<file path="config.mk">
export PLATFORM = sky130hd
export DESIGN_NAME = button_debounce_encoder_events_top
export DESIGN_NICKNAME = d
export VERILOG_FILES = /design/src/sv/bde_pkg.sv /design/src/sv/button_debounce_encoder_events_top.sv /design/src/sv/bde_lane.sv /design/src/sv/bde_encoder.sv /design/src/sv/bde_merge.sv
export SDC_FILE = /design/constraint.sdc
export NUM_CORES = 1
export LEC_CHECK = 0
export BUFFER_PORTS_ARGS = -buffer_cell sky130_fd_sc_hd__buf_2
export CAP_MARGIN = 40
export CORE_ASPECT_RATIO = 0.75
export CORE_UTILIZATION = 60
export CTS_CLUSTER_DIAMETER = 50
export DETAILED_ROUTE_END_ITERATION = 10
export GPL_TIMING_DRIVEN = 0
export HOLD_SLACK_MARGIN = 0.05
export PLACE_DENSITY = 0.74
export SLEW_MARGIN = 20
export SYNTH_ARGS = -nofsm -noshare
export SYNTH_HDL_FRONTEND = slang
export SYNTH_SLANG_ARGS = --single-unit
</file>
<file path="constraint.sdc">
create_clock -name clk_i -period 7.1 [get_ports clk_i]
set_input_delay 0.355 -clock clk_i [delete_from_list [all_inputs] [get_ports clk_i]]
set_output_delay 0.355 -clock clk_i [all_outputs]
set_load 0.01 [all_outputs]
</file>
<file path="src/sv/bde_pkg.sv">
// Shared types and constants for the button debounce and encoder event block.
package bde_pkg;

  localparam int unsigned NUM_BUTTONS = 7;
  localparam int unsigned COUNT_BITS  = 16;
  localparam int unsigned RUN_BITS    = 16;
  localparam int unsigned CFG_IDX_BITS  = 8;
  localparam int unsigned CFG_DATA_BITS = 16;

  localparam logic [RUN_BITS-1:0] RUN_MAX = {RUN_BITS{1'b1}};

  // Register indexes on the configuration port
  localparam logic [CFG_IDX_BITS-1:0] CFG_BUTTON_ENABLE = 8'd0;
  localparam logic [CFG_IDX_BITS-1:0] CFG_ENCODER_EN    = 8'd1;
  localparam logic [CFG_IDX_BITS-1:0] CFG_QUEUE_MODE    = 8'd2;
  localparam logic [CFG_IDX_BITS-1:0] CFG_DEBOUNCE      = 8'd3;

  // Encoder direction codes
  localparam logic [1:0] DIR_NONE  = 2'd0;
  localparam logic [1:0] DIR_PLUS  = 2'd1;
  localparam logic [1:0] DIR_MINUS = 2'd2;

  typedef struct packed {
    logic [NUM_BUTTONS-1:0] button_levels;
    logic [COUNT_BITS-1:0]  encoder_count;
    logic [NUM_BUTTONS-1:0] clear_mask;
  } in_item_t;

  typedef struct packed {
    logic [NUM_BUTTONS-1:0] press_events;
    logic [NUM_BUTTONS-1:0] pending_flags;
    logic [NUM_BUTTONS-1:0] query_hits;
    logic [1:0]             encoder_dir;
  } out_item_t;

  typedef struct packed {
    logic [NUM_BUTTONS-1:0] button_enable_mask;
    logic                   encoder_enable;
    logic                   queue_mode;
    logic [RUN_BITS-1:0]    settle_count;
  } cfg_t;

endpackage

</file>
<file path="src/sv/button_debounce_encoder_events_top.sv">
// Top level: configuration registers, debounce lanes, merge, encoder and output register.
// Each input transfer loads its result into the output register.
// One item per cycle unless stalled; enabled lanes and encoder step in the transfer cycle.
// The input stalls only while a held result is stalled downstream.
// Reset (asynchronous, active low) clears all counters, flags and the encoder history
// and loads the register defaults: all buttons enabled, encoder on, queue mode, 4 samples.
module button_debounce_encoder_events_top (
  input  logic                              clk_i,
  input  logic                              rst_ni,
  input  logic                              cfg_we_i,
  input  logic [bde_pkg::CFG_IDX_BITS-1:0]  cfg_idx_i,
  input  logic [bde_pkg::CFG_DATA_BITS-1:0] cfg_wdata_i,
  input  logic                              in_valid_i,
  output logic                              in_stall_o,
  input  bde_pkg::in_item_t                 in_data_i,
  output logic                              out_valid_o,
  input  logic                              out_stall_i,
  output bde_pkg::out_item_t                out_data_o
);
  import bde_pkg::*;

  cfg_t      cfg_q;
  out_item_t out_q, out_d;
  logic      out_valid_q;
  logic      in_xfer;
  logic [NUM_BUTTONS-1:0] press;

  assign in_stall_o  = out_valid_q && out_stall_i;
  assign in_xfer     = in_valid_i && !in_stall_o;
  assign out_valid_o = out_valid_q;
  assign out_data_o  = out_q;

  // Configuration writes; unknown indexes are dropped
  always_ff @(posedge clk_i or negedge rst_ni) begin
    if (!rst_ni) begin
      cfg_q.button_enable_mask <= {NUM_BUTTONS{1'b1}};
      cfg_q.encoder_enable     <= 1'b1;
      cfg_q.queue_mode         <= 1'b1;
      cfg_q.settle_count       <= RUN_BITS'(4);
    end else if (cfg_we_i) begin
      unique case (cfg_idx_i)
        CFG_BUTTON_ENABLE: cfg_q.button_enable_mask <= cfg_wdata_i[NUM_BUTTONS-1:0];
        CFG_ENCODER_EN:    cfg_q.encoder_enable     <= cfg_wdata_i[0];
        CFG_QUEUE_MODE:    cfg_q.queue_mode         <= cfg_wdata_i[0];
        CFG_DEBOUNCE:      cfg_q.settle_count       <= cfg_wdata_i[RUN_BITS-1:0];
        default: ;
      endcase
    end
  end

  // One debounce lane per button
  for (genvar i = 0; i < NUM_BUTTONS; i++) begin : g_lane
    bde_lane u_lane (
      .clk_i     (clk_i),
      .rst_ni    (rst_ni),
      .step_i    (in_xfer && cfg_q.button_enable_mask[i]),
      .level_i   (in_data_i.button_levels[i]),
      .samples_i (cfg_q.settle_count),
      .press_o   (press[i])
    );
  end

  bde_merge u_merge (
    .clk_i        (clk_i),
    .rst_ni       (rst_ni),
    .step_i       (in_xfer),
    .queue_mode_i (cfg_q.queue_mode),
    .press_i      (press),
    .clear_mask_i (in_data_i.clear_mask),
    .events_o     (out_d.press_events),
    .flags_o      (out_d.pending_flags),
    .hits_o       (out_d.query_hits)
  );

  bde_encoder u_encoder (
    .clk_i    (clk_i),
    .rst_ni   (rst_ni),
    .step_i   (in_xfer),
    .enable_i (cfg_q.encoder_enable),
    .count_i  (in_data_i.encoder_count),
    .dir_o    (out_d.encoder_dir)
  );

  // Output register: load on input transfer, drop once taken
  always_ff @(posedge clk_i or negedge rst_ni) begin
    if (!rst_ni) begin
      out_valid_q <= 1'b0;
    end else if (in_xfer) begin
      out_valid_q <= 1'b1;
    end else if (!out_stall_i) begin
      out_valid_q <= 1'b0;
    end
  end

  always_ff @(posedge clk_i) begin
    if (in_xfer) begin
      out_q <= out_d;
    end
  end

`ifndef ASSERT_OFF
  a_flag_mode_no_events: assert property (@(posedge clk_i) disable iff (!rst_ni)
    in_xfer && !cfg_q.queue_mode |=> out_q.press_events == '0)
    else $error("press events reported in flag mode");

  a_encoder_off_no_dir: assert property (@(posedge clk_i) disable iff (!rst_ni)
    in_xfer && !cfg_q.encoder_enable |=> out_q.encoder_dir == DIR_NONE)
    else $error("encoder direction reported while disabled");

  a_stalled_result_held: assert property (@(posedge clk_i) disable iff (!rst_ni)
    out_valid_q && out_stall_i |=> out_valid_q && $stable(out_q))
    else $error("stalled result lost or changed");

  a_hits_within_clear: assert property (@(posedge clk_i) disable iff (!rst_ni)
    in_xfer |=> (out_q.query_hits & ~$past(in_data_i.clear_mask)) == '0)
    else $error("query hit outside clear mask");
`endif

endmodule

</file>
<file path="src/sv/bde_lane.sv">
// One debounce lane: run counters and arm stage of a single button.
module bde_lane (
  input  logic                         clk_i,
  input  logic                         rst_ni,
  input  logic                         step_i,
  input  logic                         level_i,
  input  logic [bde_pkg::RUN_BITS-1:0] samples_i,
  output logic                         press_o
);
  import bde_pkg::*;

  logic [RUN_BITS-1:0] high_run_q, high_run_d;
  logic [RUN_BITS-1:0] low_run_q, low_run_d;
  logic                armed_q, armed_d;

  // Advance the saturating runs and the arm stage for this sample
  always_comb begin
    if (level_i) begin
      high_run_d = (high_run_q == RUN_MAX) ? high_run_q : high_run_q + 1'b1;
      low_run_d  = '0;
    end else begin
      low_run_d  = (low_run_q == RUN_MAX) ? low_run_q : low_run_q + 1'b1;
      high_run_d = '0;
    end
    armed_d = armed_q;
    press_o = 1'b0;
    if (!armed_q) begin
      if (high_run_d >= samples_i) armed_d = 1'b1;
    end else if (low_run_d >= samples_i) begin
      armed_d = 1'b0;
      press_o = step_i;
    end
  end

  // Hold state unless this lane takes a sample
  always_ff @(posedge clk_i or negedge rst_ni) begin
    if (!rst_ni) begin
      high_run_q <= '0;
      low_run_q  <= '0;
      armed_q    <= 1'b0;
    end else if (step_i) begin
      high_run_q <= high_run_d;
      low_run_q  <= low_run_d;
      armed_q    <= armed_d;
    end
  end

endmodule

</file>
<file path="src/sv/bde_encoder.sv">
// Encoder direction from the current count against the last recorded one.
module bde_encoder (
  input  logic                           clk_i,
  input  logic                           rst_ni,
  input  logic                           step_i,
  input  logic                           enable_i,
  input  logic [bde_pkg::COUNT_BITS-1:0] count_i,
  output logic [1:0]                     dir_o
);
  import bde_pkg::*;

  logic [COUNT_BITS-1:0] last_count_q;
  logic                  seen_q;

  // Compare with the last count once one has been recorded
  always_comb begin
    dir_o = DIR_NONE;
    if (enable_i && seen_q) begin
      if (count_i > last_count_q)      dir_o = DIR_PLUS;
      else if (count_i < last_count_q) dir_o = DIR_MINUS;
    end
  end

  // Record the count on every enabled transfer
  always_ff @(posedge clk_i or negedge rst_ni) begin
    if (!rst_ni) begin
      last_count_q <= '0;
      seen_q       <= 1'b0;
    end else if (step_i && enable_i) begin
      last_count_q <= count_i;
      seen_q       <= 1'b1;
    end
  end

endmodule

</file>
<file path="src/sv/bde_merge.sv">
// Merge of lane presses into the event mask or the sticky flags.
module bde_merge (
  input  logic                            clk_i,
  input  logic                            rst_ni,
  input  logic                            step_i,
  input  logic                            queue_mode_i,
  input  logic [bde_pkg::NUM_BUTTONS-1:0] press_i,
  input  logic [bde_pkg::NUM_BUTTONS-1:0] clear_mask_i,
  output logic [bde_pkg::NUM_BUTTONS-1:0] events_o,
  output logic [bde_pkg::NUM_BUTTONS-1:0] flags_o,
  output logic [bde_pkg::NUM_BUTTONS-1:0] hits_o
);
  import bde_pkg::*;

  logic [NUM_BUTTONS-1:0] sticky_q, sticky_d;

  // Query and clear first, then set from presses in flag mode
  always_comb begin
    hits_o   = sticky_q & clear_mask_i;
    events_o = queue_mode_i ? press_i : '0;
    sticky_d = (sticky_q & ~clear_mask_i) | (queue_mode_i ? '0 : press_i);
    flags_o  = sticky_d;
  end

  always_ff @(posedge clk_i or negedge rst_ni) begin
    if (!rst_ni) begin
      sticky_q <= '0;
    end else if (step_i) begin
      sticky_q <= sticky_d;
    end
  end

endmodule

</file>
==> impl_metrics.json, run 1 <==
{
  "status": "finished clean",
  "fmax_mhz": 245,
  "overflow": 0,
  "gp_congestion": 0.922,
  "worst-setup-path-type": "reg -> reg",
  "drc_errors": 0,
  "vias": 24000,
  "muxShareOfSynthArea_pct": 4.81,
  "portBuffers": 81,
  "ir_drop_v": 0.000213,
  "synth_simple_gate_area_share_pct": 22.8,
  "yosysTopAreaCell": "dfrtp_1",
  "final.period_utilization_pct": 57.4,
  "drt_iter0_drc": 2463,
  "die_x_um": 237,
  "p_leak_uw": 0.0119,
  "drv_slew": 0,
  "dieArea_um2": 42200,
  "synth_top_family_by_area": "simple AND/OR/NAND/NOR gates",
  "synthesis.area_um2": 24800,
  "grt_pass1_wl_um": 120000,
  "n_antenna_cell": 0,
  "yosys.area_share.adder_pct": 12.8,
  "hold_path_class": "in -> reg",
  "core-area_um2": 40800,
  "cp-start-kind": "flip-flop",
  "yosys.area.top_type_share_pct": 27.3,
  "synth-async-reset-ratio_pct": 92.4,
  "grt_max_degree": 89,
  "endpoint_kind": "flip-flop",
  "routed_wl_um": 75000,
  "cts_root_buf": "clkbuf_16",
  "htreeDepth": 2,
  "clock_path_buffers": 3,
  "syn_nets": 3279,
  "drive_gt1_share_pct": 10.3,
  "path_max_fanout": 7,
  "synth_cells": 2966,
  "worst_slew_pin_slew_ns": 0.879,
  "synth_edf_count": 23,
  "timing.slew.headroom_pct": 40.9,
  "ant_nets": 0,
  "dpl.hpwl_um": 53700,
  "cts_made_buffers": 40,
  "clkLatencyLatePin_ns": 0.55,
  "synth-seq-area-share_pct": 31.1,
  "cts_tree": "built",
  "grt_antenna_before_repair": 0,
  "start_util_pct": 60.8,
  "synth_area_leaders": "dfrtp_1 27%, ha_1 13%, nor2_1 4.7%",
  "wl_per_cell_um": 20.4,
  "ys_ff_latch": 304,
  "finalHoldViolations": 0,
  "fin_tns_setup_ns": 0,
  "power_density_nw_per_um2": 178,
  "nets": 3429,
  "yosysWarnings": 0,
  "crit_required_ns": 7.37,
  "num_io_pins": 84,
  "syn_avg_cell_area_um2": 8.38,
  "synth_compound_area_share_pct": 19.6,
  "synth_cell_types": 95,
  "final-setup-viol-count": 0,
  "synth_xor_area_share_pct": 4.65,
  "grt_use_total_pct": 35.5,
  "period_minus_slack_ns": 4.08,
  "dr.pass1.iters": 8,
  "finClkSkew_ns": 0.0188,
  "fp.dieH_um": 178,
  "maxCapViolCount": 0,
  "final_cell_mix": "313 x nor2_1, 295 x nand2_1, 271 x dfrtp_1",
  "area.growth.synth_to_final_pct": 11.6,
  "grt_setup_unrepaired": "no",
  "ys.flop_type": "dfrtp_1",
  "cts.clk_slew.worst_paths_ns": 0.06,
  "grt_pass1_vias": 22800,
  "avgViaCountPerCell": 6.54,
  "cts_setup_buffers": 0,
  "rows": 64,
  "total_power_uw": 4940,
  "cts_sinks": 304,
  "cp.arrival_ns": 4.34,
  "layout_commonest_cell": "nor2_1"
}
## Yosys cell counts (all sizes together), types with 43 or more instances
cell type	count
clkbuf	122
o21ai	186
inv	92
mux2i	71
dfrtp	271
nor3	85
buf	44
ha	254
a21oi	230
nand3	111
xor2	57
nor2	315
nand2	297
mux2	43
a211oi	45
nand4	91
xnor2	75
and3	51
## through the flow
step	cells	worst slack [ns]	hold WS [ns]	area [um^2]	utilization (%)
global route	3674	2.79	0.0602	27700	67.9
global placement	3575	0.00774	0.457	25900	63.5
detailed placement	3594	3.15	0.336	26300	64.4
finish	3674	3.02	0.0557	27700	67.9
CTS	3674	3.08	0.0503	27700	67.9
floorplan	2966	3.73	0.0594	24800	-
## kinds of logic (layout without fill, tap and decap cells)
kind of cell               after synthesis  count (layout)
AOI/OAI and AO/OA                      758             758
muxes                                  114             114
DFF                                    304             304
xor gates and xnor gates               132             132
and+or+nand+nor                       1144            1144
buffers and inverters                  260             440
adders and majority gates              254             254
## state kept, by name, indices dropped and copies added, names as in the netlist
| register | count |
|---|---|
| g_lane.u_lane.high_run_q | 112 |
| g_lane.u_lane.low_run_q | 112 |
| cfg_q | 25 |
| out_data_o | 23 |
| u_encoder.last_count_q | 16 |
| g_lane.u_lane.armed_q | 7 |
| u_merge.sticky_q | 7 |
| out_valid_o | 1 |
| u_encoder.seen_q | 1 |
## area by class of cell
class	instances	area (um^2)
multi-input combinational	2402	16100
buffer	166	692
clock inverter	25	268
tap	528	661
inverter	94	353
sequential	304	7730
timing repair buffer	108	878
fill	3334	13100
clock buffer	47	1070
## per-layer routing
metal	GRT usage, %	vias to the layer above	wire length [um]
met1	48.9	11600	33600
met2	56.5	966	33100
met5	0	-	0
li1	-	11300	-
met4	13.8	0	2570
met3	5.08	161	5660
## power breakdown
part	internal (uW)	switching [uW]	total, uW
registers	1850	99.4	1950
clock network	1260	851	2110
logic	352	530	883
total	3460	1480	4940
## timing repair
action                                  4_1_cts  5_1_grt
endpoints found under the hold margin        69        0
hold buffers                                  8        0
endpoints found under the setup margin        0        0
gates resized for setup                       0        0
## worst max-delay path, cell delays in order, from the launching register on
cell and delay, ns:
dfrtp_1 0.48, ha_1 0.33, nand2_2 0.14, or4_1 0.50
buf_2 0.17, o2111ai_1 0.34, xor2_1 0.26, nor2_1 0.08
ha_1 0.31, a21oi_1 0.15, o21ai_0 0.11, a2111oi_0 0.48
o21a_1 0.31, o32ai_1 0.12
## final timing paths
| check | startpoint | slack [ns] | to | depth (start not counted) |
|---|---|---|---|---|
| worst min register to register | u_encoder.seen_q$_DFFE_PN0P_ | 0.49 | u_encoder.seen_q$_DFFE_PN0P_ | 1 |
| min in group asynchronous | rst_ni | 0.32 | g_lane[2].u_lane.low_run_q[7]$_DFFE_PN0P_ | 2 |
| worst min-delay path | cfg_wdata_i[15] | 0.06 | cfg_q[15]$_DFFE_PN0P_ | 2 |
| worst max register to register | g_lane[4].u_lane.low_run_q[0]$_DFFE_PN0P_ | 3.02 | out_data_o[13]$_DFFE_PP_ | 13 |
| max in group asynchronous | rst_ni | 5.55 | g_lane[4].u_lane.high_run_q[4]$_DFFE_PN0P_ | 4 |
| worst max-delay path | g_lane[4].u_lane.low_run_q[0]$_DFFE_PN0P_ | 3.02 | out_data_o[13]$_DFFE_PP_ | 13 |
Power figures use the tool's default switching activity.
==> run 2: changes to the inputs <==
--- a/config.mk
+++ b/config.mk
@@ -5,15 +5,16 @@
 export SDC_FILE = /design/constraint.sdc
 export NUM_CORES = 1
 export LEC_CHECK = 0
+export ABC_AREA = 1
 export BUFFER_PORTS_ARGS = -buffer_cell sky130_fd_sc_hd__buf_2
 export CAP_MARGIN = 40
 export CORE_ASPECT_RATIO = 0.75
-export CORE_UTILIZATION = 60
+export CORE_UTILIZATION = 58
 export CTS_CLUSTER_DIAMETER = 50
 export DETAILED_ROUTE_END_ITERATION = 10
 export GPL_TIMING_DRIVEN = 0
 export HOLD_SLACK_MARGIN = 0.05
-export PLACE_DENSITY = 0.74
+export PLACE_DENSITY = 0.75
 export SLEW_MARGIN = 20
 export SYNTH_ARGS = -nofsm -noshare
 export SYNTH_HDL_FRONTEND = slang
==> constraint.sdc (replaced) <==
create_clock -name clk_i -period 3.65 [get_ports clk_i]
set_input_delay 0.1825 -clock clk_i [delete_from_list [all_inputs] [get_ports clk_i]]
set_output_delay 0.1825 -clock clk_i [all_outputs]
set_load 0.01 [all_outputs]
==> run 2 against run 1 <==
First-iteration DRC count decreased by 5.4%. Largest power group is now registers. Utilization about the same. Power increased by 130%. Critical endpoint is now out_data_o[12]$_DFFE_PP_. Flip-flop and latch count unchanged. Highest routed layer unchanged. Worst hold slack improved by 0.040 ns. Global-route usage decreased by 0.92 points. Synthesized cell count increased by 19%. Via count increased by 2.6%. Non-clock buffer count decreased by 30. Cell area increased by 0.86%. Setup slack got worse by 2.6 ns. Sequential power increased by 120%.
==> impl_metrics.json, run 2 <==
{
  "status": "finished clean",
  "clkLatencyLatePin_ns": 0.56,
  "grt_setup_unrepaired": "no",
  "rrSetupSlack_ns": 0.43,
  "timing.final.ws_setup_ns": 0.434,
  "rows": 64,
  "drv_slew": 0,
  "fmax_mhz": 311,
  "whs_path_depth": 5,
  "yosys.area.top_type_share_pct": 27.7,
  "start_util_pct": 59.5,
  "cts_tree": "built",
  "cts_root_buf": "clkbuf_16",
  "finalHoldViolations": 0,
  "instances_no_fill": 4308,
  "nets": 4029,
  "worst_slew_pin_slew_ns": 0.736,
  "path_max_fanout": 5,
  "timing.slew.headroom_pct": 50.8,
  "ys_ff_latch": 304,
  "synth.most_common_cell": "nand2_1",
  "synth_area_leaders": "dfrtp_1 28%, nand2_1 16%, ha_1 13%",
  "drive_gt1_share_pct": 8.54,
  "synth-seq-area-share_pct": 31.6,
  "avgViaCountPerCell": 5.72,
  "grt_antenna_before_repair": 0,
  "largestRegisters": "g_lane.u_lane.high_run_q (112), g_lane.u_lane.low_run_q (112), cfg_q (25)",
  "clock_path_buffers": 3,
  "synthesis.area_um2": 24500,
  "grt_use_total_pct": 34.6,
  "syn_avg_cell_area_um2": 6.96,
  "hold_path_class": "in -> reg",
  "dpl.hpwl_um": 53500,
  "vias": 24700,
  "dp_slack_ns": 0.540,
  "syn_nets": 3833,
  "overflow": 0,
  "cts.clk_slew.worst_paths_ns": 0.06,
  "core-area_um2": 41200,
  "crit_required_ns": 3.96,
  "p_leak_uw": 0.0150,
  "place_inst": 4182,
  "final-setup-viol-count": 0,
  "ant_nets": 0,
  "num_io_pins": 84,
  "routed_wl_um": 73500,
  "drt_iter0_drc": 2330,
  "synth_common_cells": "1,033 x nand2_1, 487 x inv_1, 271 x dfrtp_1",
  "hold_path.startpoint": "in_data_i[24]",
  "die_x_um": 239,
  "finClkSkew_ns": 0.0226,
  "synth_cells": 3520,
  "n_antenna_cell": 0,
  "final_cell_mix": "1,033 x nand2_1, 486 x inv_1, 271 x dfrtp_1",
  "synth_edf_count": 23,
  "maxCapViolCount": 0,
  "period_minus_slack_ns": 3.22,
  "grt_max_degree": 97,
  "final.period_utilization_pct": 88.1,
  "synth-async-reset-ratio_pct": 92.4,
  "cp-start-kind": "flip-flop",
  "power_density_nw_per_um2": 414,
  "gp_congestion": 0.939,
  "endpoint_kind": "flip-flop",
  "cp.arrival_ns": 3.53,
  "ys.flop_type": "dfrtp_1",
  "r2r-end": "out_data_o[12]$_DFFE_PP_",
  "synth_cell_types": 51,
  "num-fill-cells": 3498,
  "layout_commonest_cell": "nand2_1",
  "dieArea_um2": 43000,
  "dr.pass1.iters": 6,
  "wl_per_cell_um": 17.1,
  "yosysWarnings": 0,
  "min_to": "g_lane[1].u_lane.high_run_q[0]$_DFFE_PN0P_",
  "cts_made_buffers": 40,
  "worst-setup-path-type": "reg -> reg",
  "cts_sinks": 304,
  "grt_pass1_wl_um": 120000,
  "htreeDepth": 2,
  "r2r_start": "g_lane[3].u_lane.low_run_q[0]$_DFFE_PN0P_",
  "ir_drop_v": 0.000429,
  "r2r_cells": 15,
  "area.growth.synth_to_final_pct": 14.2,
  "grt_pass1_vias": 23400,
  "fp.dieH_um": 180,
  "total_power_uw": 11600,
  "portBuffers": 82,
  "drc_errors": 0,
  "yosysTopAreaCell": "dfrtp_1"
}
-- run 2: layout make-up --
cell class              count  area (um^2)  area share [%]
clock inverters            21          219           0.783
repair buffers            154         1430            5.11
well taps                 561          702            2.51
multi-input cells        2628        14500            51.7
clock buffers              52         1130            4.03
inverters                 498         1870            6.68
plain buffers              90          412            1.47
flip-flops and latches    304         7730            27.7
-- run 2: per-layer routing --
layer  GRT usage [%]  share of wire, %  vias up
met2            54.6                44     1019
met1            48.0                44    11500
li1                -                 -    12000
met4            11.4               3.1        0
met5               0                 0        -
met3            5.97               8.2      170
-- run 2: cells by family (layout without fill, tap and decap cells) --
family	after synthesis	after routing	share of synthesized area [%]
AND/OR/NAND/NOR	1781	1781	32.0
buffers and inverters	588	815	9.32
AO/OA/AOI/OAI	544	544	12.4
flip-flops	304	304	31.6
adder cells (fa/ha/maj)	254	254	13.0
XOR/XNOR	49	49	1.75
-- run 2: metrics by stage --
stage	utilization (%)	hold slack [ns]	setup TNS, ns	area [um^2]
3_5_place_dp	63.4	0.210	0	26100
6_report	67.9	0.0960	0	28000
4_1_cts	67.9	0.0581	0	27900
3_3_place_gp	62.2	0.412	-866.66	25600
5_1_grt	67.9	0.0980	0	28000
2_1_floorplan	-	-0.113	0	24500
-- run 2: power breakdown --
group | internal, uW | leakage, uW | total, uW | switching (uW)
Clock | 2410 | 0.000658 | 4070 | 1660
Combinational | 1180 | 0.0107 | 3180 | 2000
Sequential | 3890 | 0.00364 | 4330 | 448
-- run 2: worst max-delay path, stage by stage, from the launching register on --
cell     delay, ns
dfrtp_1       0.44
ha_1          0.26
inv_1         0.10
nor2_1        0.17
nand2_1       0.17
nor2_1        0.21
nand3_1       0.24
a31oi_1       0.32
ha_1          0.31
a21o_1        0.16
a21oi_1       0.12
nand2_1       0.12
nand2_1       0.09
nand2_1       0.07
nand3_1       0.09
nand2_1       0.08
-- run 2: repair_timing --
| action | 4_1_cts | 5_1_grt |
|---|---|---|
| buffers inserted | 0 | 0 |
| resized for setup | 0 | 0 |
| hold buffers | 52 | 0 |
| endpoints found under the hold margin | 135 | 0 |
-- run 2: worst max path at each step --
| stage | startpoint | to | cells after the start |
|---|---|---|---|
| global route | g_lane[6].u_lane.low_run_q[0]$_DFFE_PN0P_ | out_data_o[15]$_DFFE_PP_ | 18 |
| global placement | rst_ni | g_lane[0].u_lane.low_run_q[8]$_DFFE_PN0P_ | 1 |
| CTS | g_lane[6].u_lane.low_run_q[0]$_DFFE_PN0P_ | out_data_o[15]$_DFFE_PP_ | 20 |
| finish | g_lane[3].u_lane.low_run_q[0]$_DFFE_PN0P_ | out_data_o[12]$_DFFE_PP_ | 15 |
| floorplan | g_lane[6].u_lane.low_run_q[0]$_DFFE_PN0P_ | out_data_o[22]$_SDFFCE_PN0P_ | 20 |
| detailed placement | g_lane[6].u_lane.low_run_q[0]$_DFFE_PN0P_ | out_data_o[15]$_DFFE_PP_ | 20 |
